<file path="config.mk">
export PLATFORM = sky130hd
export DESIGN_NAME = grid_path_length_with_bends_flat
export DESIGN_NICKNAME = d
export VERILOG_FILES = /design/src/design/gpl_pkg.sv /design/src/design/gpl_ifs.sv /design/src/design/gpl_datapath.sv /design/src/design/gpl_ctrl.sv /design/src/design/grid_path_length_with_bends.sv /design/src/flat_wrapper.sv
export SDC_FILE = /design/constraint.sdc
export NUM_CORES = 2
export LEC_CHECK = 0
export ABC_AREA = 1
export BUFFER_PORTS_ARGS = -buffer_cell sky130_fd_sc_hd__buf_2
export CAP_MARGIN = 20
export CORE_ASPECT_RATIO = 1.75
export CORE_MARGIN = 8
export CORE_UTILIZATION = 50
export CTS_CLUSTER_SIZE = 12
export DETAILED_ROUTE_END_ITERATION = 6
export GPL_TIMING_DRIVEN = 0
export MAX_ROUTING_LAYER = met4
export PLACE_DENSITY_LB_ADDON = 0.3
export SETUP_SLACK_MARGIN = 0.1
export SLEW_MARGIN = 30
export SYNTH_ARGS = -nofsm -noshare
export SYNTH_HDL_FRONTEND = slang
export SYNTH_HIERARCHICAL = 1
export SYNTH_SLANG_ARGS = --single-unit
</file>
<file path="constraint.sdc">
create_clock -name clock -period 7.3 [get_ports clock]
set_input_delay 0.73 -clock clock [delete_from_list [all_inputs] [get_ports clock]]
set_output_delay 0.73 -clock clock [all_outputs]
set_load 0.03 [all_outputs]
</file>
<file path="src/design/gpl_pkg.sv">
// gpl_pkg: widths, constants, state and command types for the grid path length block.
// No dependencies; every other file of the block uses it.
package gpl_pkg;

   localparam int COORD_BITS = 16;
   localparam int DELTA_BITS = COORD_BITS + 1;
   localparam int MAG_BITS   = COORD_BITS;
   localparam int LAYER_BITS = 8;
   localparam int RES_BITS   = 24;
   localparam int TOTAL_BITS = 48;
   localparam int MUL_BITS   = 32;
   localparam int PROD_BITS  = 2 * MUL_BITS;
   localparam int D2_BITS    = 2 * MAG_BITS + 1;
   localparam int RES2_BITS  = 2 * RES_BITS;
   localparam int RAD_BITS   = 82;
   localparam int ROOT_BITS  = RAD_BITS / 2;
   localparam int REM_BITS   = ROOT_BITS + 2;
   localparam int BEND_BITS  = 57;
   localparam int SQRT_STEPS = ROOT_BITS;
   localparam int CNT_BITS   = $clog2(SQRT_STEPS);

   localparam logic [RES_BITS-1:0]   RES_RESET  = 24'd65536;
   localparam logic [TOTAL_BITS-1:0] TOTAL_MAX  = 48'hFFFF_FFFF_FFFF;
   // pi/2 in Q32 is 1.921FB544 hex; the integer one is added separately
   localparam logic [MUL_BITS-1:0]   HALF_PI_LO = 32'h921F_B544;
   localparam logic [BEND_BITS-1:0]  BEND_ROUND = 57'd2147483648;
   localparam logic [CNT_BITS-1:0]   SQRT_LAST  = CNT_BITS'(SQRT_STEPS - 1);

   typedef enum logic [3:0] {
      S_IDLE,
      S_DECIDE,
      S_SQX,
      S_SQY,
      S_RR,
      S_NLO,
      S_NHI,
      S_NACC,
      S_SQRT,
      S_BMUL,
      S_BADD,
      S_ADD,
      S_UPDATE
   } gpl_state_type;

   typedef enum logic [2:0] {
      MUL_NONE,
      MUL_XX,
      MUL_YY,
      MUL_RR,
      MUL_NLO,
      MUL_NHI,
      MUL_BEND
   } gpl_mul_type;

   typedef struct packed {
      gpl_mul_type mul_sel;
      logic        load;
      logic        take_step;
      logic        d2_load;
      logic        d2_add;
      logic        res2_load;
      logic        rad_lo;
      logic        rad_hi;
      logic        sqrt_step;
      logic        bend_load;
      logic        add_step;
      logic        update;
      logic        emit;
   } gpl_cmd_type;

   typedef struct packed {
      logic first_point;
      logic via;
      logic bend;
      logic last_point;
   } gpl_status_type;

endpackage

</file>
<file path="src/design/gpl_ifs.sv">
// gpl_ifs: request and response channel interfaces (valid/ready plus payload).
// Depends on gpl_pkg for field widths.
interface gpl_req_if;
   logic                              valid;
   logic                              ready;
   logic [gpl_pkg::COORD_BITS-1:0]    x;
   logic [gpl_pkg::COORD_BITS-1:0]    y;
   logic [gpl_pkg::LAYER_BITS-1:0]    layer;
   logic                              last_point;

   modport source (output valid, output x, output y, output layer, output last_point,
                   input ready);
   modport sink   (input valid, input x, input y, input layer, input last_point,
                   output ready);
endinterface

interface gpl_rsp_if;
   logic                              valid;
   logic                              ready;
   logic [gpl_pkg::TOTAL_BITS-1:0]    length_q16;
   logic                              saturated;

   modport source (output valid, output length_q16, output saturated, input ready);
   modport sink   (input valid, input length_q16, input saturated, output ready);
endinterface

</file>
<file path="src/design/gpl_datapath.sv">
// gpl_datapath: path state, shared 32x32 multiplier, bit-pair square root and total.
// Depends on gpl_pkg; driven by gpl_ctrl through gpl_cmd_type.
module gpl_datapath (
   input  logic                            clock,
   input  logic                            reset,
   input  gpl_pkg::gpl_cmd_type            cmd,
   output gpl_pkg::gpl_status_type         status,
   input  logic [gpl_pkg::COORD_BITS-1:0]  req_x,
   input  logic [gpl_pkg::COORD_BITS-1:0]  req_y,
   input  logic [gpl_pkg::LAYER_BITS-1:0]  req_layer,
   input  logic                            req_last_point,
   input  logic                            csr_we,
   input  logic [gpl_pkg::RES_BITS-1:0]    csr_wdata,
   output logic [gpl_pkg::TOTAL_BITS-1:0]  rsp_length_q16,
   output logic                            rsp_saturated
);
   import gpl_pkg::*;

   logic [COORD_BITS-1:0]        cur_x_ff, cur_y_ff, prev_x_ff, prev_y_ff;
   logic [LAYER_BITS-1:0]        cur_layer_ff, prev_layer_ff;
   logic                         cur_last_ff;
   logic signed [DELTA_BITS-1:0] pstep_dx_ff, pstep_dy_ff, step_dx_ff, step_dy_ff;
   logic signed [DELTA_BITS-1:0] dx, dy, abs_dx, abs_dy;
   logic [MAG_BITS-1:0]          mag_x_ff, mag_y_ff;
   logic [1:0]                   points_ff, points_in;
   logic [RES_BITS-1:0]          res_ff;
   logic [MUL_BITS-1:0]          mul_a, mul_b;
   logic [PROD_BITS-1:0]         prod_ff;
   logic [D2_BITS-1:0]           d2_ff;
   logic [RES2_BITS-1:0]         res2_ff;
   logic [RAD_BITS-1:0]          rad_ff;
   logic [ROOT_BITS-1:0]         root_ff;
   logic [REM_BITS-1:0]          rem_ff;
   logic [REM_BITS+1:0]          rem_sh, trial, rem_diff;
   logic [BEND_BITS-1:0]         bend_sum;
   logic [TOTAL_BITS:0]          sum;
   logic [TOTAL_BITS-1:0]        total_ff, total_in, rsp_len_ff;
   logic                         clamp_ff, clamp_in, rsp_sat_ff;
   logic                         same_x, same_y;

   // step deltas and classification
   assign dx     = $signed({1'b0, cur_x_ff}) - $signed({1'b0, prev_x_ff});
   assign dy     = $signed({1'b0, cur_y_ff}) - $signed({1'b0, prev_y_ff});
   assign abs_dx = dx[DELTA_BITS-1] ? -dx : dx;
   assign abs_dy = dy[DELTA_BITS-1] ? -dy : dy;
   assign same_x = (cur_x_ff == prev_x_ff);
   assign same_y = (cur_y_ff == prev_y_ff);

   always_comb begin
      status.first_point = (points_ff == 2'd0);
      status.via         = (cur_layer_ff != prev_layer_ff);
      status.bend        = (points_ff == 2'd2) &&
                           (((pstep_dx_ff != '0) && !same_y && same_x && (pstep_dy_ff == '0)) ||
                            ((pstep_dy_ff != '0) && !same_x && same_y && (pstep_dx_ff == '0)));
      status.last_point  = cur_last_ff;
   end

   // shared multiplier operand select
   always_comb begin
      case (cmd.mul_sel)
         MUL_XX: begin
            mul_a = MUL_BITS'(mag_x_ff);
            mul_b = MUL_BITS'(mag_x_ff);
         end
         MUL_YY: begin
            mul_a = MUL_BITS'(mag_y_ff);
            mul_b = MUL_BITS'(mag_y_ff);
         end
         MUL_RR: begin
            mul_a = MUL_BITS'(res_ff);
            mul_b = MUL_BITS'(res_ff);
         end
         MUL_NLO: begin
            mul_a = MUL_BITS'(prod_ff[RES2_BITS/2-1:0]);
            mul_b = d2_ff[MUL_BITS-1:0];
         end
         MUL_NHI: begin
            mul_a = MUL_BITS'(res2_ff[RES2_BITS-1:RES2_BITS/2]);
            mul_b = d2_ff[MUL_BITS-1:0];
         end
         MUL_BEND: begin
            mul_a = MUL_BITS'(res_ff);
            mul_b = HALF_PI_LO;
         end
         default: begin
            mul_a = '0;
            mul_b = '0;
         end
      endcase
   end

   // one root bit per cycle, radicand consumed two bits at a time from the top
   assign rem_sh   = {rem_ff, rad_ff[RAD_BITS-1:RAD_BITS-2]};
   assign trial    = (REM_BITS+2)'({root_ff, 2'b01});
   assign rem_diff = rem_sh - trial;

   assign bend_sum = {1'b0, prod_ff[BEND_BITS-2:0]} + BEND_ROUND;
   assign sum      = {1'b0, total_ff} + (TOTAL_BITS+1)'(root_ff);

   always_comb begin
      points_in = (points_ff == 2'd2) ? 2'd2 : points_ff + 2'd1;
      total_in  = total_ff;
      clamp_in  = clamp_ff;
      if (cmd.add_step) begin
         if (sum[TOTAL_BITS]) begin
            total_in = TOTAL_MAX;
            clamp_in = 1'b1;
         end else begin
            total_in = sum[TOTAL_BITS-1:0];
         end
      end
   end

   // control and path state
   always_ff @(posedge clock) begin
      if (reset) begin
         res_ff    <= RES_RESET;
         points_ff <= 2'd0;
         total_ff  <= '0;
         clamp_ff  <= 1'b0;
      end else begin
         if (csr_we) begin
            res_ff <= csr_wdata;
         end
         if (cmd.emit) begin
            points_ff <= 2'd0;
            total_ff  <= '0;
            clamp_ff  <= 1'b0;
         end else begin
            if (cmd.update) begin
               points_ff <= points_in;
            end
            total_ff <= total_in;
            clamp_ff <= clamp_in;
         end
      end
   end

   // payload registers
   always_ff @(posedge clock) begin
      prod_ff <= mul_a * mul_b;
      if (cmd.load) begin
         cur_x_ff     <= req_x;
         cur_y_ff     <= req_y;
         cur_layer_ff <= req_layer;
         cur_last_ff  <= req_last_point;
      end
      if (cmd.take_step) begin
         step_dx_ff <= dx;
         step_dy_ff <= dy;
         mag_x_ff   <= abs_dx[MAG_BITS-1:0];
         mag_y_ff   <= abs_dy[MAG_BITS-1:0];
      end
      if (cmd.update) begin
         prev_x_ff     <= cur_x_ff;
         prev_y_ff     <= cur_y_ff;
         prev_layer_ff <= cur_layer_ff;
         if (points_ff != 2'd0) begin
            pstep_dx_ff <= step_dx_ff;
            pstep_dy_ff <= step_dy_ff;
         end
      end
      if (cmd.d2_load) begin
         d2_ff <= prod_ff[D2_BITS-1:0];
      end
      if (cmd.d2_add) begin
         d2_ff <= d2_ff + prod_ff[D2_BITS-1:0];
      end
      if (cmd.res2_load) begin
         res2_ff <= prod_ff[RES2_BITS-1:0];
      end
      if (cmd.rad_lo) begin
         rad_ff  <= RAD_BITS'(prod_ff[BEND_BITS-2:0]) +
                    (d2_ff[D2_BITS-1] ? RAD_BITS'({res2_ff, 32'd0}) : '0);
         root_ff <= '0;
         rem_ff  <= '0;
      end
      if (cmd.rad_hi) begin
         rad_ff <= rad_ff + RAD_BITS'({prod_ff[BEND_BITS-2:0], 24'd0});
      end
      if (cmd.sqrt_step) begin
         rad_ff <= {rad_ff[RAD_BITS-3:0], 2'b00};
         if (rem_sh >= trial) begin
            rem_ff  <= rem_diff[REM_BITS-1:0];
            root_ff <= {root_ff[ROOT_BITS-2:0], 1'b1};
         end else begin
            rem_ff  <= rem_sh[REM_BITS-1:0];
            root_ff <= {root_ff[ROOT_BITS-2:0], 1'b0};
         end
      end
      if (cmd.bend_load) begin
         // res * (1 + frac(pi/2)), rounded half up
         root_ff <= ROOT_BITS'(res_ff) + ROOT_BITS'(bend_sum[BEND_BITS-1:32]);
      end
      if (cmd.emit) begin
         rsp_len_ff <= total_ff;
         rsp_sat_ff <= clamp_ff;
      end
   end

   assign rsp_length_q16 = rsp_len_ff;
   assign rsp_saturated  = rsp_sat_ff;

   a_clamp_at_max: assert property (@(posedge clock) disable iff (reset)
      clamp_ff |-> (total_ff == TOTAL_MAX))
      else $error("clamp flag set with total below maximum");

   a_emit_clears: assert property (@(posedge clock) disable iff (reset)
      cmd.emit |=> ((total_ff == '0) && !clamp_ff && (points_ff == 2'd0)))
      else $error("path state not cleared after result");

endmodule

</file>
<file path="src/design/gpl_ctrl.sv">
// gpl_ctrl: sequencer for one path point and the response valid register.
// Depends on gpl_pkg; commands gpl_datapath.
module gpl_ctrl (
   input  logic                     clock,
   input  logic                     reset,
   input  logic                     req_valid,
   output logic                     req_ready,
   output logic                     rsp_valid,
   input  logic                     rsp_ready,
   input  gpl_pkg::gpl_status_type  status,
   output gpl_pkg::gpl_cmd_type     cmd
);
   import gpl_pkg::*;

   gpl_state_type       state_ff, state_in;
   logic [CNT_BITS-1:0] cnt_ff, cnt_in;
   logic                rsp_valid_ff, rsp_valid_in;

   always_ff @(posedge clock) begin
      if (reset) begin
         state_ff     <= S_IDLE;
         cnt_ff       <= '0;
         rsp_valid_ff <= 1'b0;
      end else begin
         state_ff     <= state_in;
         cnt_ff       <= cnt_in;
         rsp_valid_ff <= rsp_valid_in;
      end
   end

   always_comb begin
      state_in  = state_ff;
      cnt_in    = cnt_ff;
      cmd       = '0;
      req_ready = 1'b0;
      case (state_ff)
         S_IDLE: begin
            req_ready = 1'b1;
            if (req_valid) begin
               cmd.load = 1'b1;
               state_in = S_DECIDE;
            end
         end
         S_DECIDE: begin
            cmd.take_step = 1'b1;
            if (status.first_point || status.via) begin
               state_in = S_UPDATE;
            end else if (status.bend) begin
               state_in = S_BMUL;
            end else begin
               state_in = S_SQX;
            end
         end
         S_SQX: begin
            cmd.mul_sel = MUL_XX;
            state_in    = S_SQY;
         end
         S_SQY: begin
            cmd.mul_sel = MUL_YY;
            cmd.d2_load = 1'b1;
            state_in    = S_RR;
         end
         S_RR: begin
            cmd.mul_sel = MUL_RR;
            cmd.d2_add  = 1'b1;
            state_in    = S_NLO;
         end
         S_NLO: begin
            cmd.mul_sel   = MUL_NLO;
            cmd.res2_load = 1'b1;
            state_in      = S_NHI;
         end
         S_NHI: begin
            cmd.mul_sel = MUL_NHI;
            cmd.rad_lo  = 1'b1;
            state_in    = S_NACC;
         end
         S_NACC: begin
            cmd.rad_hi = 1'b1;
            cnt_in     = SQRT_LAST;
            state_in   = S_SQRT;
         end
         S_SQRT: begin
            cmd.sqrt_step = 1'b1;
            cnt_in        = cnt_ff - 1'b1;
            if (cnt_ff == '0) begin
               state_in = S_ADD;
            end
         end
         S_BMUL: begin
            cmd.mul_sel = MUL_BEND;
            state_in    = S_BADD;
         end
         S_BADD: begin
            cmd.bend_load = 1'b1;
            state_in      = S_ADD;
         end
         S_ADD: begin
            cmd.add_step = 1'b1;
            state_in     = S_UPDATE;
         end
         S_UPDATE: begin
            if (!status.last_point) begin
               cmd.update = 1'b1;
               state_in   = S_IDLE;
            end else if (!rsp_valid_ff || rsp_ready) begin
               cmd.emit = 1'b1;
               state_in = S_IDLE;
            end
         end
         default: begin
            state_in = S_IDLE;
         end
      endcase
   end

   always_comb begin
      rsp_valid_in = rsp_valid_ff;
      if (cmd.emit) begin
         rsp_valid_in = 1'b1;
      end else if (rsp_ready) begin
         rsp_valid_in = 1'b0;
      end
   end

   assign rsp_valid = rsp_valid_ff;

   a_no_overwrite: assert property (@(posedge clock) disable iff (reset)
      cmd.emit |-> (!rsp_valid_ff || rsp_ready))
      else $error("result register overwritten while held");

   a_sqrt_runs: assert property (@(posedge clock) disable iff (reset)
      ((state_ff == S_SQRT) && (cnt_ff != '0)) |=> (state_ff == S_SQRT))
      else $error("square root left early");

   a_accept_decides: assert property (@(posedge clock) disable iff (reset)
      ((state_ff == S_IDLE) && req_valid) |=> (state_ff == S_DECIDE))
      else $error("accepted request not classified");

endmodule

</file>
<file path="src/design/grid_path_length_with_bends.sv">
// grid_path_length_with_bends: top level, routed path length accumulator.
// Depends on gpl_pkg, gpl_ifs, gpl_ctrl and gpl_datapath.
//
// Use: points of a routed path arrive on req_bus (x, y, layer, last_point),
// one request per point. A layer change adds nothing, a turn between pure
// horizontal and pure vertical adds res * pi/2, any other step adds
// floor(res * euclidean step length). On the point marked last the total
// and its saturation flag go out on rsp_bus and the path state clears.
// Steps per request, from accept to req_ready high again:
//   first point or via: decide, update; bend: decide, bend multiply, bend add,
//   add, update; straight/diagonal: decide, five passes through the one 32x32
//   multiplier, radicand sum, the square root (one root bit per cycle), add,
//   update. One request is worked on at a time.
// A result sits in an output register; the next path is accepted while it
// waits. A last point only stalls if the previous result is still held.
// csr_we/csr_wdata write resolution_q16 (Q16); write it only while idle.
// Reset (synchronous, active high) sets resolution to 1.0, clears the path
// and drops rsp_bus.valid. No clearing pass is needed.
module grid_path_length_with_bends (
   input  logic                          clock,
   input  logic                          reset,
   gpl_req_if.sink                       req_bus,
   gpl_rsp_if.source                     rsp_bus,
   input  logic                          csr_we,
   input  logic [gpl_pkg::RES_BITS-1:0]  csr_wdata
);
   import gpl_pkg::*;

   gpl_cmd_type    cmd;
   gpl_status_type status;

   // sequencer: owns the handshakes and the response valid bit
   gpl_ctrl u_ctrl (
      .clock     (clock),
      .reset     (reset),
      .req_valid (req_bus.valid),
      .req_ready (req_bus.ready),
      .rsp_valid (rsp_bus.valid),
      .rsp_ready (rsp_bus.ready),
      .status    (status),
      .cmd       (cmd)
   );

   // arithmetic and path state
   gpl_datapath u_datapath (
      .clock          (clock),
      .reset          (reset),
      .cmd            (cmd),
      .status         (status),
      .req_x          (req_bus.x),
      .req_y          (req_bus.y),
      .req_layer      (req_bus.layer),
      .req_last_point (req_bus.last_point),
      .csr_we         (csr_we),
      .csr_wdata      (csr_wdata),
      .rsp_length_q16 (rsp_bus.length_q16),
      .rsp_saturated  (rsp_bus.saturated)
   );

endmodule
</file>
<file path="src/flat_wrapper.sv">
// flat-port wrapper written by rule: the top's interface ports become plain ports
module grid_path_length_with_bends_flat import gpl_pkg::*;
  (clock, reset, csr_we, csr_wdata, req_bus_valid, req_bus_x, req_bus_y, req_bus_layer, req_bus_last_point, req_bus_ready, rsp_bus_valid, rsp_bus_length_q16, rsp_bus_saturated, rsp_bus_ready);
  gpl_req_if req_bus_i ();
  gpl_rsp_if rsp_bus_i ();
  input  logic clock;
  input  logic reset;
  input  logic csr_we;
  input  logic [gpl_pkg::RES_BITS-1:0] csr_wdata;
  input wire logic [$bits(req_bus_i.valid)-1:0] req_bus_valid;
  input wire logic [$bits(req_bus_i.x)-1:0] req_bus_x;
  input wire logic [$bits(req_bus_i.y)-1:0] req_bus_y;
  input wire logic [$bits(req_bus_i.layer)-1:0] req_bus_layer;
  input wire logic [$bits(req_bus_i.last_point)-1:0] req_bus_last_point;
  output wire logic [$bits(req_bus_i.ready)-1:0] req_bus_ready;
  output wire logic [$bits(rsp_bus_i.valid)-1:0] rsp_bus_valid;
  output wire logic [$bits(rsp_bus_i.length_q16)-1:0] rsp_bus_length_q16;
  output wire logic [$bits(rsp_bus_i.saturated)-1:0] rsp_bus_saturated;
  input wire logic [$bits(rsp_bus_i.ready)-1:0] rsp_bus_ready;
  assign req_bus_i.valid = req_bus_valid;
  assign req_bus_i.x = req_bus_x;
  assign req_bus_i.y = req_bus_y;
  assign req_bus_i.layer = req_bus_layer;
  assign req_bus_i.last_point = req_bus_last_point;
  assign req_bus_ready = req_bus_i.ready;
  assign rsp_bus_valid = rsp_bus_i.valid;
  assign rsp_bus_length_q16 = rsp_bus_i.length_q16;
  assign rsp_bus_saturated = rsp_bus_i.saturated;
  assign rsp_bus_i.ready = rsp_bus_ready;
  grid_path_length_with_bends u_core (.clock(clock), .reset(reset), .req_bus(req_bus_i), .rsp_bus(rsp_bus_i), .csr_we(csr_we), .csr_wdata(csr_wdata));
endmodule
</file>
## Word level (Yosys, flattened, before mapping)

Index checks and enable logic that the tools add are counted.

| storage, ports and cells | value |
|---|---|
| memories | 0 |
| ROM bits | 0 |
| word-level logic and storage cells | 149 |
| bits in writable memories | 0 |
| register bits after elaboration | 619 |
| latch bits | 0 |

| operators by class | value |
|---|---|
| add/sub/neg operators | 13 |
| shift-type cells | 0 |
| multiply operators | 1 |
| reductions and logical operators | 34 |
| bitwise logic cells | 0 |
| eq/ne operators | 25 |
| magnitude comparators | 1 |
| muxes and demuxes | 46 |
| divide/modulo/power cells | 0 |

Operators by type and width:

| operator | count |
|---|---|
| 82-bit two-way mux | 3 |
| 32-bit case mux with 5 select lines | 1 |
| 43-bit two-way mux | 3 |
| 41-bit two-way mux | 3 |
| 24-bit case mux with 5 select lines | 1 |
| 82-bit by 80-bit adder with 82-bit output | 1 |
| 56-bit by 80-bit adder with 81-bit output | 1 |
| 80-bit two-way mux | 1 |
| 33-bit two-way mux | 2 |
| 56-bit by 32-bit adder with 57-bit output, second input constant | 1 |
| 24-bit by 32-bit multiplier with 56-bit output | 1 |
| 4-bit case mux with 13 select lines | 1 |
| 48-bit by 41-bit adder with 49-bit output | 1 |
| 48-bit two-way mux | 1 |
| 45-bit by 43-bit >= comparator with 1-bit output | 1 |
| 43-bit subtractor | 1 |
| 17-bit zero test | 2 |
| 17-bit nonzero test | 2 |
| 16-bit by 16-bit subtractor with 17-bit output | 2 |
| 33-bit adder | 1 |
| 16-bit == test | 2 |
| 16-bit two-way mux | 2 |
| 16-bit negation | 2 |
| 24-bit by 25-bit adder with 26-bit output | 1 |
| other kinds (29) | 83 |

## Depth between registers and ports, before layout

| depth | value |
|---|---|
| word-level depth | 10 |
| depth in mapped cells | 43 |

## Modules after synthesis

The synthesis kept the hierarchy.

By module, submodules not included:

| module | cells each | area an instance (µm²) | seq. area each (µm²) | instances |
|---|---|---|---|---|
| gpl_datapath | 9454 | 68689.6 | 16866.2 | 1 |
| gpl_ctrl | 136 | 782.0 | 220.2 | 1 |

## Worst setup path after synthesis

OpenSTA, ideal clock, no wires.

| timing path | value |
|---|---|
| path kind | register to register |
| start | reg u_core.u_ctrl.state_ff[3] |
| end | reg u_core.u_datapath.prod_ff[50] |
| path buffers | 2 |
| stages on the path, launching flop included | 34 |
| setup time | 0.112 ns |
| required time | 7.188 ns |
| data arrival time | 7.940 ns |
| path slack | -0.753 ns |
| path through | dfxtp_1 > inv_1 > nand2_1 > o21ai_0 > inv_2 > nor3_2 > buf_4 > a22o_1 > a221oi_1 > o21ai_2 > buf_2 > nand2_1 > fa_1 > inv_1 > fa_1 > inv_1 > fa_1 > fa_1 > fa_1 > inv_1 > fa_1 > inv_1 > fa_1 > inv_1 > ha_1 > nand2_1 > nor2_1 > nand2_1 > o21ai_0 > inv_1 > o21ai_0 > nand2_1 > nand3_1 > nand2_1 |

RTL lines:

| what | line | source |
|---|---|---|
| start: declaration | gpl_ctrl.sv:15 | `gpl_state_type state_ff, state_in;` |
| start signal: assignment | gpl_ctrl.sv:25 | `state_ff <= state_in;` |
| end signal: assignment | gpl_datapath.sv:141 | `prod_ff <= mul_a * mul_b;` |
| end: declaration | gpl_datapath.sv:28 | `logic [PROD_BITS-1:0] prod_ff;` |

==> flow_metrics.py <==
metrics = {
    "final_layout": {
        "multiInputGateArea_um2": 47100,
        "drive_gt1_frac": 0.126,
        "finalNonFillerCells": 12000,
        "area_growth_pct": 18.2,
        "final_common_cell": "nand2_1",
        "layout_common_cells": "nand2_1, inv_1, nor2_1, fa_1, edfxtp_1",
        "nets": 11300,
        "seq_area_um2": 17100,
        "fill_cells": 12900,
        "final_cell_area_um2": 82100,
    },
    "global_routing": {
        "grtUsageMet3": 0.104,
        "antenna_found_initial": 18,
        "grt_util_met2": 0.720,
        "grt_pass1_wl_um": 465000,
        "grt.overflow.total": 0,
        "grt-busiest-layer": "met2",
        "grt_pass1_vias": 69500,
        "met1_usage": 0.397,
        "grt_max_degree": 51,
        "grt_use_total": 0.438,
    },
    "floorplanning": {
        "fp-row-count": 181,
        "core_um2": 138000,
        "ios": 121,
        "dieHeight_um": 509,
        "fp.dieW_um": 298,
        "die-area_um2": 152000,
        "start_util": 0.502,
    },
    "synthesis": {
        "seq_area_frac_synth": 0.246,
        "yosysWarnings": 6,
        "synthFlopType": "edfxtp_1",
        "synthCells": 9590,
        "ys_types": 63,
        "avgSynthCellArea_um2": 7.24,
        "syn_nets": 10800,
        "async_reset_ff_frac": 0,
        "synth_edf_count": 473,
        "netlist_area_um2": 69500,
        "synth_seq_cells": 617,
    },
    "worst_hold_path": {
        "worstHoldPathCells": 1,
        "worstHoldPathType": "in2reg",
        "hp-start": "req_bus_y[13]",
    },
    "clock_network": {
        "cts_buffers": 70,
        "clk_path_buf_depth": 3,
        "root_buffer": "clkbuf_16",
        "clk_latency_ps": 730,
        "htreeDepth": 3,
        "clk_pin_slew_ps": 60,
        "cts_tree": "built",
        "cts_sinks": 617,
    },
    "drt": {
        "ant_nets": 0,
        "avgViaCountPerCell": 5.72,
        "wl_per_cell_um": 27.5,
        "postRouteWirelength_um": 330000,
        "first_pass_iters": 7,
        "first_iter_violations": 6014,
        "drcViolationCount": 1,
        "vias": 68700,
    },
    "sta": {
        "setup_viol": 45,
        "rsz0062_at_grt": "yes",
        "layout_setup_ws_ps": -1170,
        "hold_ws_ps": 179,
        "timing.slew.headroom": 0.271,
        "finalHoldViolations": 0,
        "period_needed_ps": 8470,
        "drv_slew": 0,
        "clock_skew_ps": 57.5,
        "max_freq_mhz": 118,
        "worstMarginPinSlew_ps": 1090,
        "fin_crit_sh": 1.16,
    },
    "power_and_ir_drop": {
        "p_seq_frac": 0.197,
        "internal_power_w": 0.0137,
        "power_w": 0.0293,
        "swShare": 0.532,
        "peakVddDrop_v": 0.000321,
        "power.density_nw_per_um2": 357,
        "p_comb_frac": 0.673,
        "p_leak_nw": 40.6,
        "p_sw_w": 0.0156,
        "clkPwrFrac": 0.130,
    },
    "placement": {
        "dp_slack_ps": -2970,
        "hpwl_um": 258000,
        "place_inst": 11600,
        "gp_congestion": 1.15,
        "dpl_cell_area_um2": 73000,
        "portBuffers": 120,
    },
    "critical_path": {
        "end_kind": "register",
        "crit_family": "adder cells",
        "r2r_start": "u_core/u_ctrl/state_ff[3]",
        "slowest_delay_ps": 570,
        "cp_common_cell": "fa_1",
        "path_max_fanout": 6,
        "path_buf_inv": 16,
        "cp.required_ps": 7900,
        "cp.arrival_ps": 9080,
        "critPathKind": "reg2reg",
        "setup.worst_path.start": "u_core/u_ctrl/state_ff[3]",
        "cp-start-kind": "register",
        "reg2reg_depth": 39,
        "crit_cells": 39,
        "critPathSlowestCell": "fa_2",
    },
    "outcome": {
        "status": "finished, violations left",
        "violations": "design-rule violations, negative setup slack",
    },
    "flow_run": {
        "maxCapViolCount": 0,
    },
}
[path summary, 6_finish.rpt]
check | slack [ps] | endpoint
worst max-delay path | -1170 | u_core/u_datapath/prod_ff[34]
worst min-delay path | 180 | u_core/u_datapath/cur_y_ff[13]
worst max register to register | -1170 | u_core/u_datapath/prod_ff[34]
worst min register to register | 410 | u_core/u_datapath/pstep_dy_ff[11]
[registers in the layout, summed over array words and instances, names as in the netlist, 17 cells and up, named ones only]
register                          cells
u_core/u_datapath/rad_ff             80
u_core/u_datapath/prod_ff            56
u_core/u_datapath/res2_ff            48
u_core/u_datapath/rsp_length_q16     48
u_core/u_datapath/total_ff           48
u_core/u_datapath/rem_ff             43
u_core/u_datapath/root_ff            41
u_core/u_datapath/d2_ff              33
u_core/u_datapath/res_ff             24
u_core/u_datapath/pstep_dx_ff        17
u_core/u_datapath/pstep_dy_ff        17
[Yosys cell counts (8+ instances only)]
| cell | count | area (um2) |
|---|---|---|
| nand3_1 | 418 | 2090 |
| dfxtp_1 | 144 | 2880 |
| a22o_1 | 12 | 105 |
| inv_1 | 1995 | 7490 |
| buf_1 | 12 | 45.0 |
| buf_2 | 78 | 390 |
| xnor2_1 | 88 | 771 |
| a221oi_1 | 12 | 105 |
| and2_1 | 11 | 68.8 |
| and3_1 | 8 | 50.1 |
| edfxtp_1 | 473 | 14200 |
| nand2_1 | 2684 | 10100 |
| a31oi_1 | 27 | 169 |
| o21ai_0 | 339 | 1700 |
| a21o_1 | 18 | 135 |
| a21oi_1 | 419 | 2100 |
| o21bai_1 | 18 | 135 |
| inv_2 | 27 | 101 |
| o22ai_1 | 19 | 119 |
| clkinv_1 | 12 | 45.0 |
| o21a_1 | 16 | 120 |
| buf_4 | 9 | 67.6 |
| fa_1 | 665 | 13300 |
| o21ai_2 | 12 | 105 |
| nor3_1 | 74 | 370 |
| nand3b_1 | 34 | 255 |
| nand4_1 | 66 | 413 |
| nor4_1 | 22 | 138 |
| o211ai_1 | 9 | 67.6 |
| xor2_1 | 100 | 876 |
| nor2_1 | 1166 | 4380 |
| or2_2 | 11 | 68.8 |
| clkbuf_1 | 83 | 312 |
| ha_1 | 441 | 5520 |
[routing by layer]
metal,vias to the layer above,part of all wire
met5,-,0
met4,0,0.15
met3,1782,0.080
met2,3689,0.47
met1,32600,0.30
li1,30600,-
[cell families after synthesis]
logic type | Yosys count | share of synthesized area
xor gates and xnor gates | 188 | 0.0237
DFF | 617 | 0.246
buffers and inverters | 2221 | 0.122
adders and majority gates | 1106 | 0.271
AOI/OAI and AO/OA | 938 | 0.0746
and+or+nand+nor | 4520 | 0.262
[worst reg2reg max path, delay by kind of cell, from the launching register on]
family,cells,cell delay (ps)
AOI/OAI and AO/OA,2,730
xor gates and xnor gates,1,150
adders and majority gates,8,3760
buffers and inverters,16,1580
DFF,1,390
and+or+nand+nor,12,1760
[cell type report]
class | instances | area share
antenna | 23 | 0.000701
buffer | 185 | 0.0190
clock buffer | 102 | 0.0238
clock inverter | 28 | 0.00567
inverter | 2036 | 0.0958
multi-input combinational | 6752 | 0.574
sequential | 617 | 0.208
tap | 1830 | 0.0279
timing repair buffer | 424 | 0.0448
[through the flow]
| stage | util | TNS, ps |
|---|---|---|
| global route | 0.593 | -45980 |
| finish | 0.593 | -39630 |
| detailed placement | 0.528 | -107860 |
| CTS | 0.576 | -24040 |
| global placement | 0.525 | -161770 |
| floorplan | - | 0 |
[timing repair]
item	in CTS	in global routing
setup buffers	170	103
gates cloned	5	3
pin swaps	128	240
endpoints found under the setup margin	47	47
hold buffers	0	0
gates resized for setup	673	384
[power groups by stage]
stage / registers (W) / logic (W) / clock network, W
6_report: 0.00577 / 0.0197 / 0.00380
5_1_grt: 0.00576 / 0.0207 / 0.00395
4_1_cts: 0.00567 / 0.0172 / 0.00382
3_5_place_dp: 0.00571 / 0.0144 / 0
3_3_place_gp: 0.00574 / 0.0141 / 0
2_1_floorplan: 0.00523 / 0.00881 / 0
Note: power is estimated with default switching activity, not from simulation.
